===== config.mk =====
export PLATFORM = sky130hd
export DESIGN_NAME = action_potential_characterizer
export DESIGN_NICKNAME = d
export VERILOG_FILES = /design/src/design/apc_pkg.sv /design/src/design/action_potential_characterizer.sv /design/src/design/apc_in_reg.sv /design/src/design/apc_track.sv
export SDC_FILE = /design/constraint.sdc
export NUM_CORES = 1
export LEC_CHECK = 0
export ABC_CLOCK_PERIOD_IN_PS = 6300
export BUFFER_PORTS_ARGS = -buffer_cell sky130_fd_sc_hd__buf_2
export CAP_MARGIN = 20
export CORE_ASPECT_RATIO = 0.7
export CORE_MARGIN = 2
export CORE_UTILIZATION = 30
export CTS_CLUSTER_SIZE = 8
export DETAILED_ROUTE_END_ITERATION = 8
export PLACE_DENSITY_LB_ADDON = 0.3
export RECOVER_POWER = 25
export SLEW_MARGIN = 20
export SYNTH_ARGS = -nofsm -noshare
export SYNTH_HDL_FRONTEND = slang
export SYNTH_SLANG_ARGS = --single-unit

===== constraint.sdc =====
create_clock -name i_clk -period 6.3 [get_ports i_clk]
set_input_delay 0.63 -clock i_clk [delete_from_list [all_inputs] [get_ports i_clk]]
set_output_delay 0.63 -clock i_clk [all_outputs]
set_load 0.01 [all_outputs]

===== src/design/apc_pkg.sv =====
// Shared constants for the action potential characterizer.
// No dependencies; used by apc_track and action_potential_characterizer.
`timescale 1ns / 1ps
`default_nettype none

package apc_pkg;

    localparam int VOLT_BITS_DEF  = 16;
    localparam int SLOPE_BITS_DEF = 24;
    localparam int TIME_BITS_DEF  = 32;

    // The interval output never carries more than this many bits.
    localparam int IVL_MAX_BITS = 32;

endpackage

`default_nettype wire


===== src/design/action_potential_characterizer.sv =====
// Top level of the action potential characterizer.
// Instantiates apc_in_reg and apc_track; uses apc_pkg for defaults.
`timescale 1ns / 1ps
`default_nettype none

// One sample beat is taken per clock while o_in_stall is low, and one result
// beat, carrying all five measures, comes out for each. A sample is held in
// the input register and then in the phase tracker, whose measure registers
// are the result register. Throughput is one beat per cycle while the output
// does not stall; the extremum test and phase update against the tracker
// state are combinational. Stall on the output holds the result; the input
// register still takes a beat if it is empty, and then stalls the source.

module action_potential_characterizer #(
    parameter int VOLT_BITS  = apc_pkg::VOLT_BITS_DEF,
    parameter int SLOPE_BITS = apc_pkg::SLOPE_BITS_DEF,
    parameter int TIME_BITS  = apc_pkg::TIME_BITS_DEF,
    parameter int IVL_BITS   = (TIME_BITS < apc_pkg::IVL_MAX_BITS) ? TIME_BITS
                                                                   : apc_pkg::IVL_MAX_BITS
) (
    input  wire logic                         i_clk,
    input  wire logic                         i_rst_n,
    input  wire logic                         i_in_valid,
    output logic                              o_in_stall,
    input  wire logic signed [VOLT_BITS-1:0]  i_voltage,
    input  wire logic signed [SLOPE_BITS-1:0] i_slope,
    input  wire logic                         i_stim_negative,
    input  wire logic [TIME_BITS-1:0]         i_timestamp,
    output logic                              o_out_valid,
    input  wire logic                         i_out_stall,
    output logic signed [VOLT_BITS-1:0]       o_rest_level,
    output logic signed [VOLT_BITS-1:0]       o_peak_level,
    output logic signed [VOLT_BITS:0]         o_peak_to_trough,
    output logic signed [VOLT_BITS:0]         o_trough_to_next,
    output logic [IVL_BITS-1:0]               o_trough_interval
);

    logic                         w_advance;
    logic                         w_s_valid;
    logic signed [VOLT_BITS-1:0]  w_s_voltage;
    logic signed [SLOPE_BITS-1:0] w_s_slope;
    logic                         w_s_stim;
    logic [TIME_BITS-1:0]         w_s_time;
    logic                         r_out_valid;

    // The result stage may load whenever it is empty or its beat is taken.
    assign w_advance = !r_out_valid || !i_out_stall;

    apc_in_reg #(
        .VOLT_BITS  (VOLT_BITS),
        .SLOPE_BITS (SLOPE_BITS),
        .TIME_BITS  (TIME_BITS)
    ) u_in_reg (
        .i_clk           (i_clk),
        .i_rst_n         (i_rst_n),
        .i_in_valid      (i_in_valid),
        .o_in_stall      (o_in_stall),
        .i_voltage       (i_voltage),
        .i_slope         (i_slope),
        .i_stim_negative (i_stim_negative),
        .i_timestamp     (i_timestamp),
        .i_advance       (w_advance),
        .o_valid         (w_s_valid),
        .o_voltage       (w_s_voltage),
        .o_slope         (w_s_slope),
        .o_stim_negative (w_s_stim),
        .o_timestamp     (w_s_time)
    );

    apc_track #(
        .VOLT_BITS  (VOLT_BITS),
        .SLOPE_BITS (SLOPE_BITS),
        .TIME_BITS  (TIME_BITS),
        .IVL_BITS   (IVL_BITS)
    ) u_track (
        .i_clk             (i_clk),
        .i_rst_n           (i_rst_n),
        .i_step            (w_s_valid && w_advance),
        .i_voltage         (w_s_voltage),
        .i_slope           (w_s_slope),
        .i_stim_negative   (w_s_stim),
        .i_timestamp       (w_s_time),
        .o_rest_level      (o_rest_level),
        .o_peak_level      (o_peak_level),
        .o_peak_to_trough  (o_peak_to_trough),
        .o_trough_to_next  (o_trough_to_next),
        .o_trough_interval (o_trough_interval)
    );

    always_ff @(posedge i_clk) begin
        if (!i_rst_n) begin
            r_out_valid <= 1'b0;
        end else if (w_advance) begin
            r_out_valid <= w_s_valid;
        end
    end

    assign o_out_valid = r_out_valid;

endmodule

`default_nettype wire


===== src/design/apc_in_reg.sv =====
// Input register stage of the action potential characterizer.
// Stand-alone; no package dependency.
`timescale 1ns / 1ps
`default_nettype none

module apc_in_reg #(
    parameter int VOLT_BITS  = 16,
    parameter int SLOPE_BITS = 24,
    parameter int TIME_BITS  = 32
) (
    input  wire logic                         i_clk,
    input  wire logic                         i_rst_n,
    input  wire logic                         i_in_valid,
    output logic                              o_in_stall,
    input  wire logic signed [VOLT_BITS-1:0]  i_voltage,
    input  wire logic signed [SLOPE_BITS-1:0] i_slope,
    input  wire logic                         i_stim_negative,
    input  wire logic [TIME_BITS-1:0]         i_timestamp,
    input  wire logic                         i_advance,
    output logic                              o_valid,
    output logic signed [VOLT_BITS-1:0]       o_voltage,
    output logic signed [SLOPE_BITS-1:0]      o_slope,
    output logic                              o_stim_negative,
    output logic [TIME_BITS-1:0]              o_timestamp
);

    logic                         r_valid;
    logic signed [VOLT_BITS-1:0]  r_voltage;
    logic signed [SLOPE_BITS-1:0] r_slope;
    logic                         r_stim_negative;
    logic [TIME_BITS-1:0]         r_timestamp;

    // The held beat can only leave when the next stage moves.
    assign o_in_stall = r_valid && !i_advance;

    always_ff @(posedge i_clk) begin
        if (!i_rst_n) begin
            r_valid <= 1'b0;
        end else if (!o_in_stall) begin
            r_valid <= i_in_valid;
        end
    end

    always_ff @(posedge i_clk) begin
        if (i_in_valid && !o_in_stall) begin
            r_voltage       <= i_voltage;
            r_slope         <= i_slope;
            r_stim_negative <= i_stim_negative;
            r_timestamp     <= i_timestamp;
        end
    end

    assign o_valid         = r_valid;
    assign o_voltage       = r_voltage;
    assign o_slope         = r_slope;
    assign o_stim_negative = r_stim_negative;
    assign o_timestamp     = r_timestamp;

endmodule

`default_nettype wire


===== src/design/apc_track.sv =====
// Phase tracker and measure registers of the action potential characterizer.
// Uses apc_pkg for the interval width limit.
`timescale 1ns / 1ps
`default_nettype none

module apc_track #(
    parameter int VOLT_BITS  = 16,
    parameter int SLOPE_BITS = 24,
    parameter int TIME_BITS  = 32,
    parameter int IVL_BITS   = (TIME_BITS < apc_pkg::IVL_MAX_BITS) ? TIME_BITS
                                                                   : apc_pkg::IVL_MAX_BITS
) (
    input  wire logic                         i_clk,
    input  wire logic                         i_rst_n,
    input  wire logic                         i_step,
    input  wire logic signed [VOLT_BITS-1:0]  i_voltage,
    input  wire logic signed [SLOPE_BITS-1:0] i_slope,
    input  wire logic                         i_stim_negative,
    input  wire logic [TIME_BITS-1:0]         i_timestamp,
    output logic signed [VOLT_BITS-1:0]       o_rest_level,
    output logic signed [VOLT_BITS-1:0]       o_peak_level,
    output logic signed [VOLT_BITS:0]         o_peak_to_trough,
    output logic signed [VOLT_BITS:0]         o_trough_to_next,
    output logic [IVL_BITS-1:0]               o_trough_interval
);

    typedef enum logic [1:0] {
        PH_PEAK   = 2'd0,
        PH_TROUGH = 2'd1,
        PH_RISE   = 2'd2,
        PH_DONE   = 2'd3
    } t_phase;

    t_phase                      r_phase, n_phase, w_phase_in;
    logic                        r_stim_active;
    logic                        r_ps_zero, r_ps_neg;
    logic signed [VOLT_BITS-1:0] r_prev_voltage;
    logic signed [VOLT_BITS-1:0] r_rest, n_rest;
    logic signed [VOLT_BITS-1:0] r_peak, n_peak;
    logic signed [VOLT_BITS:0]   r_drop, n_drop;
    logic signed [VOLT_BITS:0]   r_rise, n_rise;
    logic signed [VOLT_BITS-1:0] r_trough_v, n_trough_v;
    logic [TIME_BITS-1:0]        r_trough_t, n_trough_t;
    logic [IVL_BITS-1:0]         r_interval, n_interval;
    logic [TIME_BITS-1:0]        w_elapsed;
    logic                        w_onset, w_s_zero, w_s_neg, w_extremum;

    assign w_onset    = i_stim_negative && !r_stim_active;
    assign w_s_zero   = (i_slope == '0);
    assign w_s_neg    = i_slope[SLOPE_BITS-1];
    // An extremum is any sample whose slope is not of strictly the same sign as the last.
    assign w_extremum = w_s_zero || r_ps_zero || (w_s_neg != r_ps_neg);
    assign w_phase_in = w_onset ? PH_PEAK : r_phase;
    assign w_elapsed  = i_timestamp - r_trough_t;

    always_comb begin
        n_phase    = w_phase_in;
        n_rest     = w_onset ? r_prev_voltage : r_rest;
        n_peak     = r_peak;
        n_drop     = r_drop;
        n_rise     = r_rise;
        n_trough_v = r_trough_v;
        n_trough_t = r_trough_t;
        n_interval = r_interval;
        if (w_extremum) begin
            unique case (w_phase_in)
                PH_PEAK: begin
                    if (w_s_neg) begin
                        n_peak  = i_voltage;
                        n_phase = PH_TROUGH;
                    end
                end
                PH_TROUGH: begin
                    n_drop     = {r_peak[VOLT_BITS-1], r_peak}
                               - {i_voltage[VOLT_BITS-1], i_voltage};
                    n_trough_v = i_voltage;
                    n_trough_t = i_timestamp;
                    n_phase    = PH_RISE;
                end
                PH_RISE: begin
                    n_rise     = {i_voltage[VOLT_BITS-1], i_voltage}
                               - {r_trough_v[VOLT_BITS-1], r_trough_v};
                    n_interval = w_elapsed[IVL_BITS-1:0];
                    n_phase    = PH_DONE;
                end
                PH_DONE: begin
                    n_phase = PH_DONE;
                end
                default: begin
                    n_phase = PH_DONE;
                end
            endcase
        end
    end

    always_ff @(posedge i_clk) begin
        if (!i_rst_n) begin
            r_phase        <= PH_TROUGH;
            r_stim_active  <= 1'b0;
            r_ps_zero      <= 1'b1;
            r_ps_neg       <= 1'b0;
            r_prev_voltage <= '0;
            r_rest         <= '0;
            r_peak         <= '0;
            r_drop         <= '0;
            r_rise         <= '0;
            r_trough_v     <= '0;
            r_trough_t     <= '0;
            r_interval     <= '0;
        end else if (i_step) begin
            r_phase        <= n_phase;
            r_stim_active  <= i_stim_negative;
            r_ps_zero      <= w_s_zero;
            r_ps_neg       <= w_s_neg;
            r_prev_voltage <= i_voltage;
            r_rest         <= n_rest;
            r_peak         <= n_peak;
            r_drop         <= n_drop;
            r_rise         <= n_rise;
            r_trough_v     <= n_trough_v;
            r_trough_t     <= n_trough_t;
            r_interval     <= n_interval;
        end
    end

    assign o_rest_level      = r_rest;
    assign o_peak_level      = r_peak;
    assign o_peak_to_trough  = r_drop;
    assign o_trough_to_next  = r_rise;
    assign o_trough_interval = r_interval;

endmodule

`default_nettype wire

Word level (Yosys, flattened, before mapping)
Index checks and enable logic that the tools add are counted.
{"block": "classes", "n_eq_ne": 4, "bitwise_logic": 0, "muxes": 4, "shift": 0, "n_div": 0, "n_reduce_logical": 19, "n_lt_le_gt_ge": 0, "multipliers": 0, "n_addsub": 3}
{"op": "$sub A16 B16 Y17", "n": 2}
{"op": "$sub A32 B32 Y32", "n": 1}
{"op": "$logic_not A24 Y1", "n": 1}
{"op": "$mux W2", "n": 3}
{"op": "$pmux W2 S3", "n": 1}
{"op": "$reduce_and A3 Y1", "n": 2}
{"op": "$logic_not A1 Y1", "n": 5}
{"op": "$eq A2 B2 Y1 const B", "n": 2}
{"op": "$logic_and A1 B1 Y1", "n": 4}
{"op": "$reduce_and A4 Y1", "n": 1}
{"op": "$logic_or A1 B1 Y1", "n": 3}
{"op": "$eq A2 B1 Y1 const B", "n": 1}
{"op": "$logic_not A2 Y1", "n": 1}
{"op": "$reduce_and A2 Y1", "n": 1}
{"op": "$reduce_or A2 Y1", "n": 1}
{"op": "$ne A1 B1 Y1", "n": 1}
{"block": "totals", "latchBits": 0, "rom_bits": 0, "inputBits": 77, "out_inout_bits": 100, "reg_bits": 242, "wordCells": 48, "mem_bits_rw": 0, "mem_count": 0}

Depth between registers and ports, before layout
Gate-level depths: netlist of the first run.
{"block": "depth", "ltp_word": 7, "ltp_mapped": 13, "depth_no_buf": 13}

Hierarchy
Synthesis of the first run repeated with hierarchy kept, for this count alone.
{"block": "hier_totals", "hier_cells": 1255, "hier_area_um2": 11338.4}
{"mod": "apc_track", "area_each_um2": 9057.4, "instances": 1, "cells_per_inst": 1173, "seq_area_each_um2": 3343.2}
{"mod": "apc_in_reg", "area_each_um2": 2239.6, "instances": 1, "cells_per_inst": 77, "seq_area_each_um2": 2212.1}
{"mod": "action_potential_characterizer", "area_each_um2": 41.3, "instances": 1, "cells_per_inst": 5, "seq_area_each_um2": 20.0}

Worst setup path before layout of the first run
OpenSTA, ideal clock, no wires.
{"block": "synth_timing", "path_type": "input to register", "startpoint": "input i_out_stall", "endpoint": "register u_in_reg.r_slope[0], in the netlist u_in_reg.o_slope[0], enable pin", "setup_time_ns": 0.513, "t_arrival_ns": 4.110, "cell_stages": 2, "required_time_ns": 5.787, "setup_slack_ns": 1.677, "n_path_buf": 0, "cell_sequence": "and3_1 > nor2b_1"}
{"block": "synth_via", "elab_chain_cells": 6}
{"item": "from (decl)", "line": "action_potential_characterizer.sv:30", "text": "input wire logic i_out_stall,"}
{"item": "$logic_not A1 Y1", "line": "action_potential_characterizer.sv:47", "text": "assign w_advance = !r_out_valid || !i_out_stall;"}
{"item": "$logic_or A1 B1 Y1", "line": "action_potential_characterizer.sv:47"}
{"item": "$logic_not A1 Y1", "line": "apc_in_reg.sv:34", "text": "assign o_in_stall = r_valid && !i_advance;"}
{"item": "$logic_and A1 B1 Y1", "line": "apc_in_reg.sv:34"}
{"item": "$logic_not A1 Y1"}
{"item": "$logic_and A1 B1 Y1", "line": "apc_in_reg.sv:45", "text": "if (i_in_valid && !o_in_stall) begin"}
{"item": "to (signal assigned)", "line": "apc_in_reg.sv:47", "text": "r_slope <= i_slope;"}
{"item": "to (decl)", "line": "apc_in_reg.sv:29", "text": "logic signed [SLOPE_BITS-1:0] r_slope;"}
Every way passes these cells.
A chain may end at the register's enable or synchronous reset.

Worst setup path after layout of the first run
{"block": "layout_timing", "startpoint": "register u_in_reg.r_timestamp[0], in the netlist u_in_reg.o_timestamp[0]", "endpoint": "register u_track.r_interval[30], in the netlist u_track.o_trough_interval[30]"}
{"block": "layout_via", "elab_chain_cells": 1}
{"item": "from (decl)", "line": "apc_in_reg.sv:31", "text": "logic [TIME_BITS-1:0] r_timestamp;"}
{"item": "from (signal assigned)", "line": "apc_in_reg.sv:49", "text": "r_timestamp <= i_timestamp;"}
{"item": "$sub A32 B32 Y32", "line": "apc_track.sv:54", "text": "assign w_elapsed = i_timestamp - r_trough_t;"}
{"item": "to (signal assigned)", "line": "apc_track.sv:122", "text": "r_interval <= n_interval;"}
{"item": "to (decl)", "line": "apc_track.sv:44", "text": "logic [IVL_BITS-1:0] r_interval, n_interval;"}
Every way passes these cells.

==> results.py, run 1 <==
metrics = {
    "outcome": {
        "outcome": "finished with violations",
        "violations": "max-capacitance violations, max-slew violations",
    },
    "placed_design": {
        "dp_hpwl_um": 20900,
        "routabilityCongestion": 0.812,
        "port-buffer-count": 176,
        "dpl.cell_count": 1834,
    },
    "synth": {
        "synth_top_area_share": 0.302,
        "synth_seq_cells": 242,
        "async_flop_share": 0,
        "yosysSeqAreaShare": 0.498,
        "synth_top_cell_by_area": "dfxtp_1",
        "netlist_area_sq_um": 11200,
        "syn_area_per_cell_sq_um": 9.15,
        "synth_area_leaders": "dfxtp_1, edfxtp_1, nand2_1",
        "synth_edf_count": 73,
        "synth_cell_types": 66,
        "syn_inst": 1224,
        "synth-main-ff-cell": "dfxtp_1",
        "ys_warn_count": 0,
        "synth_nets": 1367,
    },
    "run": {
        "maxCapViolations": 1,
    },
    "global_routing": {
        "overflow": 0,
        "use_met2": 0.237,
        "grt_max_degree": 73,
        "grt_use_met1": 0.217,
        "grt_usage": 0.154,
        "grt.busiest_layer": "met2",
        "antenna_found_initial": 0,
        "grt_first_pass_wirelength_um": 47900,
        "grt_pass1_vias": 8525,
        "grt_use_met3": 0.0348,
    },
    "pwr": {
        "powerDensity_nw_per_um2": 290,
        "total_power_mw": 3.92,
        "p_leak_nw": 5.32,
        "irDropWorstVdd_mv": 0.170,
    },
    "cells_and_area": {
        "fillers": 3776,
        "fin_util": 0.366,
        "final_nets": 1527,
        "drive_above_1_share": 0.159,
        "final_cells": 1894,
        "diodes": 0,
        "syn2layout_area_growth_pct": 20.8,
    },
    "critical_path": {
        "crit_required_ps": 6670,
        "crit_start": "u_in_reg.o_timestamp[0]",
        "crit_type": "reg2reg",
        "cp_max_fo": 5,
        "critPathLaunchType": "register",
        "arrival_ps": 3690,
        "worstSetupEndpointType": "register",
        "regToRegStartpoint": "u_in_reg.o_timestamp[0]",
    },
    "die": {
        "core-area_sq_um": 37000,
        "die_area_sq_um": 38900,
        "io_pins": 177,
        "initial_utilization": 0.303,
        "die_w_um": 235,
        "die_h_um": 166,
        "rows": 59,
    },
    "clock_tree": {
        "clock_sinks": 242,
        "cts_tree": "yes",
        "cts_hold_buf": 0,
        "root_buffer": "clkbuf_16",
        "postCtsSetupBuffers": 0,
        "numCtsBuffers": 36,
        "clk_path_buf_depth": 3,
        "post_cts_resized": 0,
        "cts.clk_slew.worst_paths_ps": 50,
        "cts_htree_levels": 2,
        "clock_latency_ps": 530,
    },
    "timing": {
        "fmax_mhz": 301,
        "rsz0062_at_grt": "no",
        "tns_ps": 0,
        "final-setup-viol-count": 0,
        "finalCritPeriodShare": 0.527,
        "hold_ws_ps": 272,
        "worst_slew_pin_slew_ps": 1670,
        "hold_viol_final": 0,
        "fin_crit_ps": 3320,
        "timing.slew.headroom": -0.117,
        "slew_viol_final": 17,
        "fin_skew_ps": 21.9,
    },
    "drt": {
        "totalWireLength_um": 30600,
        "drtIter0Drc": 533,
        "antenna_left": 0,
        "drt-wirelength-per-cell_um": 16.2,
        "num_vias": 9026,
        "first_pass_iters": 7,
        "viasPerCell": 4.77,
        "drc_errors": 0,
    },
    "worst_hold_path": {
        "hold_class": "in2reg",
        "min_from": "i_timestamp[7]",
    },
}
## metal layers
metal  wire (um)  vias to the layer above
li1            -                     4557
met1       15000                     4194
met2       13200                      226
met3        1710                       49
met4         683                        0
met5           0                        -
## cell type report
type / count / area, sq um / share of cell area
tap: 488 / 611 / 0.0451
clock inverter: 3 / 45.0 / 0.00333
timing repair buffer: 183 / 915 / 0.0676
multi-input combinational: 848 / 5110 / 0.378
clock buffer: 57 / 1000 / 0.0740
sequential: 242 / 5580 / 0.412
inverter: 73 / 277 / 0.0204
## flip-flops by register name, summed over array words and instances (netlist names)
register / count
o_out_valid: 1
u_in_reg.o_slope: 24
u_in_reg.o_stim_negative: 1
u_in_reg.o_timestamp: 32
u_in_reg.o_valid: 1
u_in_reg.o_voltage: 16
u_track.o_peak_level: 16
u_track.o_peak_to_trough: 17
u_track.o_rest_level: 16
u_track.o_trough_interval: 32
u_track.o_trough_to_next: 17
u_track.r_phase: 2
u_track.r_prev_voltage: 16
u_track.r_ps_neg: 1
u_track.r_ps_zero: 1
u_track.r_stim_active: 1
u_track.r_trough_t: 32
u_track.r_trough_v: 16
## final timing paths
check | to | cells past startpoint | slack (ps)
worst max-delay path | u_track.o_trough_interval[30] | 13 | 2980
worst min-delay path | u_in_reg.o_timestamp[7] | 1 | 270
worst max register to register | u_track.o_trough_interval[30] | 13 | 2980
worst min register to register | u_track.o_rest_level[2] | 2 | 450
## where the power goes
part / internal, mW / switching, mW / total, mW
sequential: 1.67 / 0.0434 / 1.71
combinational: 0.159 / 0.237 / 0.396
clock: 1.09 / 0.721 / 1.81
## cell usage after synthesis (all sizes together) (10+ instances only)
cell type	number
a211oi	13
a21o	26
a21oi	157
a31oi	14
buf	16
clkbuf	45
dfxtp	169
edfxtp	73
ha	63
inv	73
mux2i	31
nand2	254
nand2b	11
nand3	24
nor2	58
nor2b	10
nor3	10
o21ai	35
xnor2	28
xor2	17
## worst max-delay path: stages, from the launching register on
cell and delay (ps):
edfxtp_1 380, inv_1 70, ha_1 170, inv_1 60, fa_1 430, a211oi_1 370, o21ai_0 200, a21oi_1 280
o21ai_0 210, a31oi_1 310, o21ai_2 150, a31oi_1 230, mux2i_1 200, a21oi_1 80
## cell usage in the layout (no fill, tap or decap), types with 3 or more instances in the layout
cell / instances
nand2_1: 253
dfxtp_1: 169
buf_2: 161
a21oi_1: 157
edfxtp_1: 73
inv_1: 72
ha_1: 63
nor2_1: 56
clkbuf_16: 37
clkbuf_1: 35
o21ai_0: 31
mux2i_1: 31
xnor2_1: 28
a21o_1: 26
nand3_1: 24
xor2_1: 17
a31oi_1: 14
a211oi_1: 12
nand2b_1: 11
nor2b_1: 10
nor3_1: 9
nor4_1: 7
nand4_1: 7
o21bai_1: 7
buf_4: 7
and3_1: 6
and2_1: 5
o31ai_1: 5
or3_1: 5
o21a_1: 5
o211ai_1: 5
nor3b_1: 3
a31o_2: 3
a221o_1: 3
fa_1: 3
## metrics by stage
stage	area, sq um	worst slack (ps)
floorplan	11200	1680
global placement	12500	2920
detailed placement	12500	2870
CTS	13600	3020
global route	13500	2670
finish	13500	2980
## cell families after synthesis
| logic type | count (synthesis) | share of synthesized area |
|---|---|---|
| and+or+nand+nor | 412 | 0.159 |
| DFF | 242 | 0.498 |
| adders and majority gates | 66 | 0.0757 |
| muxes | 31 | 0.0277 |
| buffers and inverters | 134 | 0.0469 |
| xor gates and xnor gates | 45 | 0.0352 |
| AOI/OAI and AO/OA | 294 | 0.158 |
(Power assumes the default switching activity.)
==> run 2: changes to the inputs <==
ABC_CLOCK_PERIOD_IN_PS = 2800   (was 6300)
clock period = 2.8 ns   (was 6.3 ns; I/O delays follow)
==> run 2 against run 1 <==
Net effect:
- clock power is 120% higher
- highest routed layer unchanged
- combinational power grew to 2.8 times the previous value
- total power up 130%
- largest power group unchanged
- sequential share of layout area is 3.5 points lower
- count of clock-buffer cells in the layout rose by 3
- worst setup slack worse by 2900 ps
- cell area up 9.2%
- critical path type unchanged
- fmax grew 23%
- worst hold slack worse by 230 ps
- the flow now finishes without violations
==> results.py, run 2 (synthesized netlist as in run 1, its figures left out) <==
metrics = {
    "outcome": {
        "outcome": "finished, final reports clean",
    },
    "drt": {
        "antenna_left": 0,
        "drtIter0Drc": 687,
        "first_pass_iters": 5,
        "drt-wirelength-per-cell_um": 15.9,
        "viasPerCell": 4.75,
        "num_vias": 9549,
        "totalWireLength_um": 32000,
        "drc_errors": 0,
    },
    "die": {
        "die_area_sq_um": 38900,
        "die_w_um": 235,
        "io_pins": 177,
        "initial_utilization": 0.303,
        "core-area_sq_um": 37000,
        "rows": 59,
        "die_h_um": 166,
    },
    "cells_and_area": {
        "final_nets": 1644,
        "layout_common_cells": "nand2_1, dfxtp_1, buf_2",
        "final_cell_area_sq_um": 14800,
        "drive_above_1_share": 0.185,
        "syn2layout_area_growth_pct": 31.9,
        "mostFrequentLayoutCell": "nand2_1",
        "fillers": 3690,
        "diodes": 0,
    },
    "timing": {
        "worst_slew_pin_slew_ps": 1100,
        "fmax_mhz": 371,
        "final-setup-viol-count": 0,
        "fin_skew_ps": 20.5,
        "rsz0062_at_grt": "yes",
        "timing.slew.headroom": 0.264,
        "fin_crit_ps": 2700,
        "hold_viol_final": 0,
        "slew_viol_final": 0,
        "finalCritPeriodShare": 0.963,
    },
    "critical_path": {
        "worstSetupEndpointType": "register",
        "path_buf_inv": 1,
        "crit_family": "compound AO/OA/AOI/OAI gates",
        "crit_type": "reg2reg",
        "critPathLaunchType": "register",
        "cpMostUsedCell": "a21o_1",
        "crit_required_ps": 3190,
        "arrival_ps": 3090,
        "cp_max_fo": 4,
        "cp_cell_sequence": "buf_4 > ha_1 > nor2b_1 > o2111ai_2 > a21oi_2 > o31a_1 > a21o_1 > a41o_1 > a21o_1 > a211oi_2 > o31ai_1",
        "cpPeakStageDelay_ps": 400,
        "cp_slowest_cell": "o31a_1",
    },
    "global_routing": {
        "grt_pass1_vias": 9097,
        "overflow": 0,
        "grt_max_degree": 74,
        "antenna_found_initial": 0,
        "grt_usage": 0.159,
        "grt_first_pass_wirelength_um": 50000,
    },
    "placed_design": {
        "dp_hpwl_um": 21500,
        "routabilityCongestion": 0.845,
        "port-buffer-count": 176,
        "place_area_sq_um": 12900,
    },
    "run": {
        "maxCapViolations": 0,
    },
    "clock_tree": {
        "clk_path_buf_depth": 3,
        "clock_latency_ps": 510,
        "root_buffer": "clkbuf_16",
        "numCtsBuffers": 36,
        "cts_htree_levels": 2,
        "cts_tree": "yes",
        "clock_sinks": 242,
        "cts.clk_slew.worst_paths_ps": 50,
    },
    "pwr": {
        "total_power_mw": 8.94,
        "powerDensity_nw_per_um2": 605,
        "irDropWorstVdd_mv": 0.368,
        "p_leak_nw": 5.84,
    },
    "worst_hold_path": {
        "hold_class": "in2reg",
    },
}
-- run 2: changes by cell type in the layout (fill, tap and decap cells not counted), moves of 4 or more --
cell,before,now
buf_2,161,157
o21ai_1,2,6
dlygate4sd3_1,0,74
o21ai_0,31,26
clkbuf_1,35,41
buf_12,0,4
buf_4,7,45
a31oi_1,14,10
-- run 2: path summary, 6_finish.rpt --
| kind | cells past startpoint | from | end | slack (ps) |
|---|---|---|---|---|
| hold / removal | 3 | i_out_stall | o_out_valid | 40 |
| setup / recovery | 11 | u_in_reg.o_timestamp[1] | u_track.o_trough_interval[19] | 100 |
| hold reg to reg | 2 | u_track.r_prev_voltage[3] | u_track.o_rest_level[3] | 450 |
| setup reg to reg | 11 | u_in_reg.o_timestamp[1] | u_track.o_trough_interval[19] | 100 |
-- run 2: worst min-delay path, delay by kind of cell --
kind,cells,cell delay [ps]
AOI/OAI and AO/OA,1,60
buffers and inverters,1,90
and+or+nand+nor,1,70
-- run 2: per-stage QoR --
stage	TNS (ps)	hold slack (ps)	instances	utilization	setup WS [ps]
after floorplan	0	379	1224	-	66.7
after global placement	-715	440	1873	0.348	-196
after detailed placement	-1030	442	1873	0.348	-231
after CTS	0	11.2	2008	0.396	8.60
after global routing	-359	64.1	2012	0.399	-60.9
final	0	39.6	2012	0.399	103
-- run 2: layout make-up --
cell class / instances / area (sq um) / share of cell area
Sequential cell: 242 / 5580 / 0.377
Multi-Input combinational cell: 848 / 5270 / 0.357
Timing Repair Buffer: 300 / 2020 / 0.137
Clock buffer: 60 / 1010 / 0.0685
Tap cell: 488 / 611 / 0.0413
Inverter: 73 / 277 / 0.0187
Clock inverter: 1 / 8.76 / 0.000593
-- run 2: power breakdown --
part	total (mW)	leakage, nW	switching (mW)	internal [mW]
Sequential	3.83	2.08	0.0822	3.75
Combinational	1.09	3.28	0.607	0.483
Clock	4.01	0.487	1.57	2.44
Total	8.94	5.84	2.26	6.68
-- run 2: timing repair --
item,4_1_cts,5_1_grt
gates cloned,0,0
pin swaps,7,8
endpoints found under the hold margin,73,1
hold buffers,73,1
endpoints found under the setup margin,8,19
gates resized for setup,9,24
buffers inserted,1,3
-- run 2: routing by layer --
metal / track usage / vias to the layer above / routed length [um]
li1: - / 4791 / -
met1: 0.227 / 4475 / 15800
met2: 0.246 / 244 / 13800
met3: 0.0380 / 39 / 1880
met4: 0.0338 / 0 / 530
met5: 0 / - / 0
==> run 3: changes to the inputs <==
CORE_MARGIN = default   (was 2)
==> run 3 against run 2 <==
Net effect:
- cell count rose by 1.2%
- utilization rose by 1.5 points
- largest cell class unchanged
- flip-flop and latch count did not move
==> results.py, run 3 (synthesized netlist as in run 1, its figures left out) <==
metrics = {
    "cells_and_area": {
        "final_nets": 1675,
        "drive_above_1_share": 0.208,
        "mostFrequentLayoutCell": "nand2_1",
        "final_cells": 2037,
        "diodes": 0,
        "syn2layout_area_growth_pct": 34.5,
        "layout_common_cells": "nand2_1, dfxtp_1, buf_2",
    },
    "clock_tree": {
        "cts_htree_levels": 2,
        "clock_latency_ps": 520,
        "cts.clk_slew.worst_paths_ps": 50,
        "clk_path_buf_depth": 3,
        "cts_tree": "yes",
        "root_buffer": "clkbuf_16",
        "numCtsBuffers": 36,
        "clock_sinks": 242,
    },
    "critical_path": {
        "cp_cell_sequence": "inv_1 > ha_2 > inv_2 > fa_2 > a211oi_2 > o21ai_1 > a21oi_2 > o21ai_2 > a31oi_1 > buf_4 > o21ai_4 > a31oi_2 > mux2i_1 > a21oi_1",
        "crit_start": "u_in_reg.o_timestamp[0]",
        "crit_type": "reg2reg",
        "cp_max_fo": 5,
        "cp_slowest_cell": "edfxtp_1",
        "reg2reg_depth": 14,
        "arrival_ps": 3130,
        "endpoint": "u_track.o_trough_interval[30]",
        "cpPeakStageDelay_ps": 380,
        "critPathLaunchType": "register",
        "rrSetupSlack_ps": 50,
        "worstSetupEndpointType": "register",
        "regToRegStartpoint": "u_in_reg.o_timestamp[0]",
        "r2r_end": "u_track.o_trough_interval[30]",
        "crit_required_ps": 3170,
    },
    "worst_hold_path": {
        "min_from": "i_out_stall",
        "hold_class": "in2reg",
    },
    "drt": {
        "num_vias": 9726,
        "antenna_left": 0,
        "drt-wirelength-per-cell_um": 15.6,
        "first_pass_iters": 5,
        "totalWireLength_um": 31900,
        "drc_errors": 0,
        "drtIter0Drc": 482,
        "viasPerCell": 4.77,
    },
    "pwr": {
        "total_power_mw": 8.98,
        "p_switching_mw": 2.26,
        "clkPwrFrac": 0.446,
        "seqPwrFrac": 0.426,
        "sw_frac_of_total": 0.251,
        "p_leak_nw": 6.04,
        "power.internal_mw": 6.73,
        "irDropWorstVdd_mv": 0.391,
        "pwr-share-comb": 0.127,
        "powerDensity_nw_per_um2": 597,
    },
    "global_routing": {
        "grt_first_pass_wirelength_um": 50400,
        "grt_pass1_vias": 9445,
        "overflow": 0,
        "grt_usage": 0.168,
        "antenna_found_initial": 0,
        "grt_max_degree": 62,
    },
    "die": {
        "die_h_um": 164,
        "initial_utilization": 0.308,
        "die_area_sq_um": 38100,
        "die_w_um": 233,
        "rows": 58,
        "io_pins": 177,
        "core-area_sq_um": 36400,
    },
    "run": {
        "maxCapViolations": 0,
    },
    "outcome": {
        "outcome": "finished, final reports clean",
    },
    "timing": {
        "fmax_mhz": 363,
        "finalCritPeriodShare": 0.984,
        "fin_crit_ps": 2750,
        "fin_skew_ps": 15.1,
        "final-setup-viol-count": 0,
        "rsz0062_at_grt": "yes",
        "timing.slew.headroom": 0.595,
        "worst_slew_pin_slew_ps": 608,
        "hold_viol_final": 0,
        "slew_viol_final": 0,
    },
    "placed_design": {
        "dp_hpwl_um": 21900,
        "dpl.cell_count": 1886,
        "routabilityCongestion": 0.874,
        "port-buffer-count": 176,
    },
}
## run 3: cell types whose count changed in the layout (fill, tap and decap cells not counted), moves of 2 or more
cell and change:
inv_2 +2, buf_2 +2, buf_4 +30, nor2b_2 +2
inv_6 +2, nor2b_1 -2, inv_1 -2
## run 3: worst min-delay path by stage
| stage | end | slack (ps) | cells past startpoint |
|---|---|---|---|
| floorplan | u_in_reg.o_slope[0] | 380 | 0 |
| global placement | u_track.o_trough_interval[23] | 440 | 2 |
| detailed placement | u_track.o_rest_level[3] | 440 | 2 |
| CTS | o_out_valid | 30 | 3 |
| global route | o_out_valid | 60 | 3 |
| finish | o_out_valid | 60 | 3 |
## run 3: worst max-delay path: cells and delay by family, from the launching register on
kind	cells	cell delay [ps]
fa+ha+maj	2	540
compound gates	8	1220
flops	1	380
buf+inv	3	270
mux	1	200
## run 3: area by class of cell
type,count,area (sq um)
sequential,242,5580
fill,3627,21300
clock inverter,3,26.3
inverter,73,277
tap,480,601
timing repair buffer,331,2270
multi-input combinational,848,5290
clock buffer,60,1010
## run 3: layer usage
metal	GRT usage	part of all wire	up-vias
met2	0.260	0.43	213
met3	0.0405	0.055	49
met4	0.0422	0.016	0
met5	0	0	-
li1	-	-	4850
met1	0.232	0.50	4614
## run 3: through the flow
step            util  worst slack (ps)  hold slack (ps)  instance area, sq um  TNS (ps)
2_1_floorplan      -              66.7              379                 11200         0
3_3_place_gp   0.358              -260              441                 13000     -1100
3_5_place_dp   0.358              -328              444                 13000     -1600
4_1_cts        0.410              5.53             30.3                 14900         0
5_1_grt        0.414              -121             61.5                 15100      -423
6_report       0.414              45.5             62.7                 15100         0
## run 3: what timing repair did
item	CTS	global route
buffers inserted	10	4
setup endpoints to repair	13	22
hold endpoints to repair	74	0
hold buffers	74	0
pin swaps	6	17
gates resized for setup	11	32
gates cloned	0	0
## run 3: power groups by stage
stage / registers, mW / clock network, mW / logic, mW
floorplan: 3.89 / 0 / 0.641
global placement: 3.89 / 0 / 0.987
detailed placement: 3.90 / 0 / 0.996
CTS: 3.83 / 4.17 / 1.10
global route: 3.84 / 4.33 / 1.27
finish: 3.83 / 4.01 / 1.14
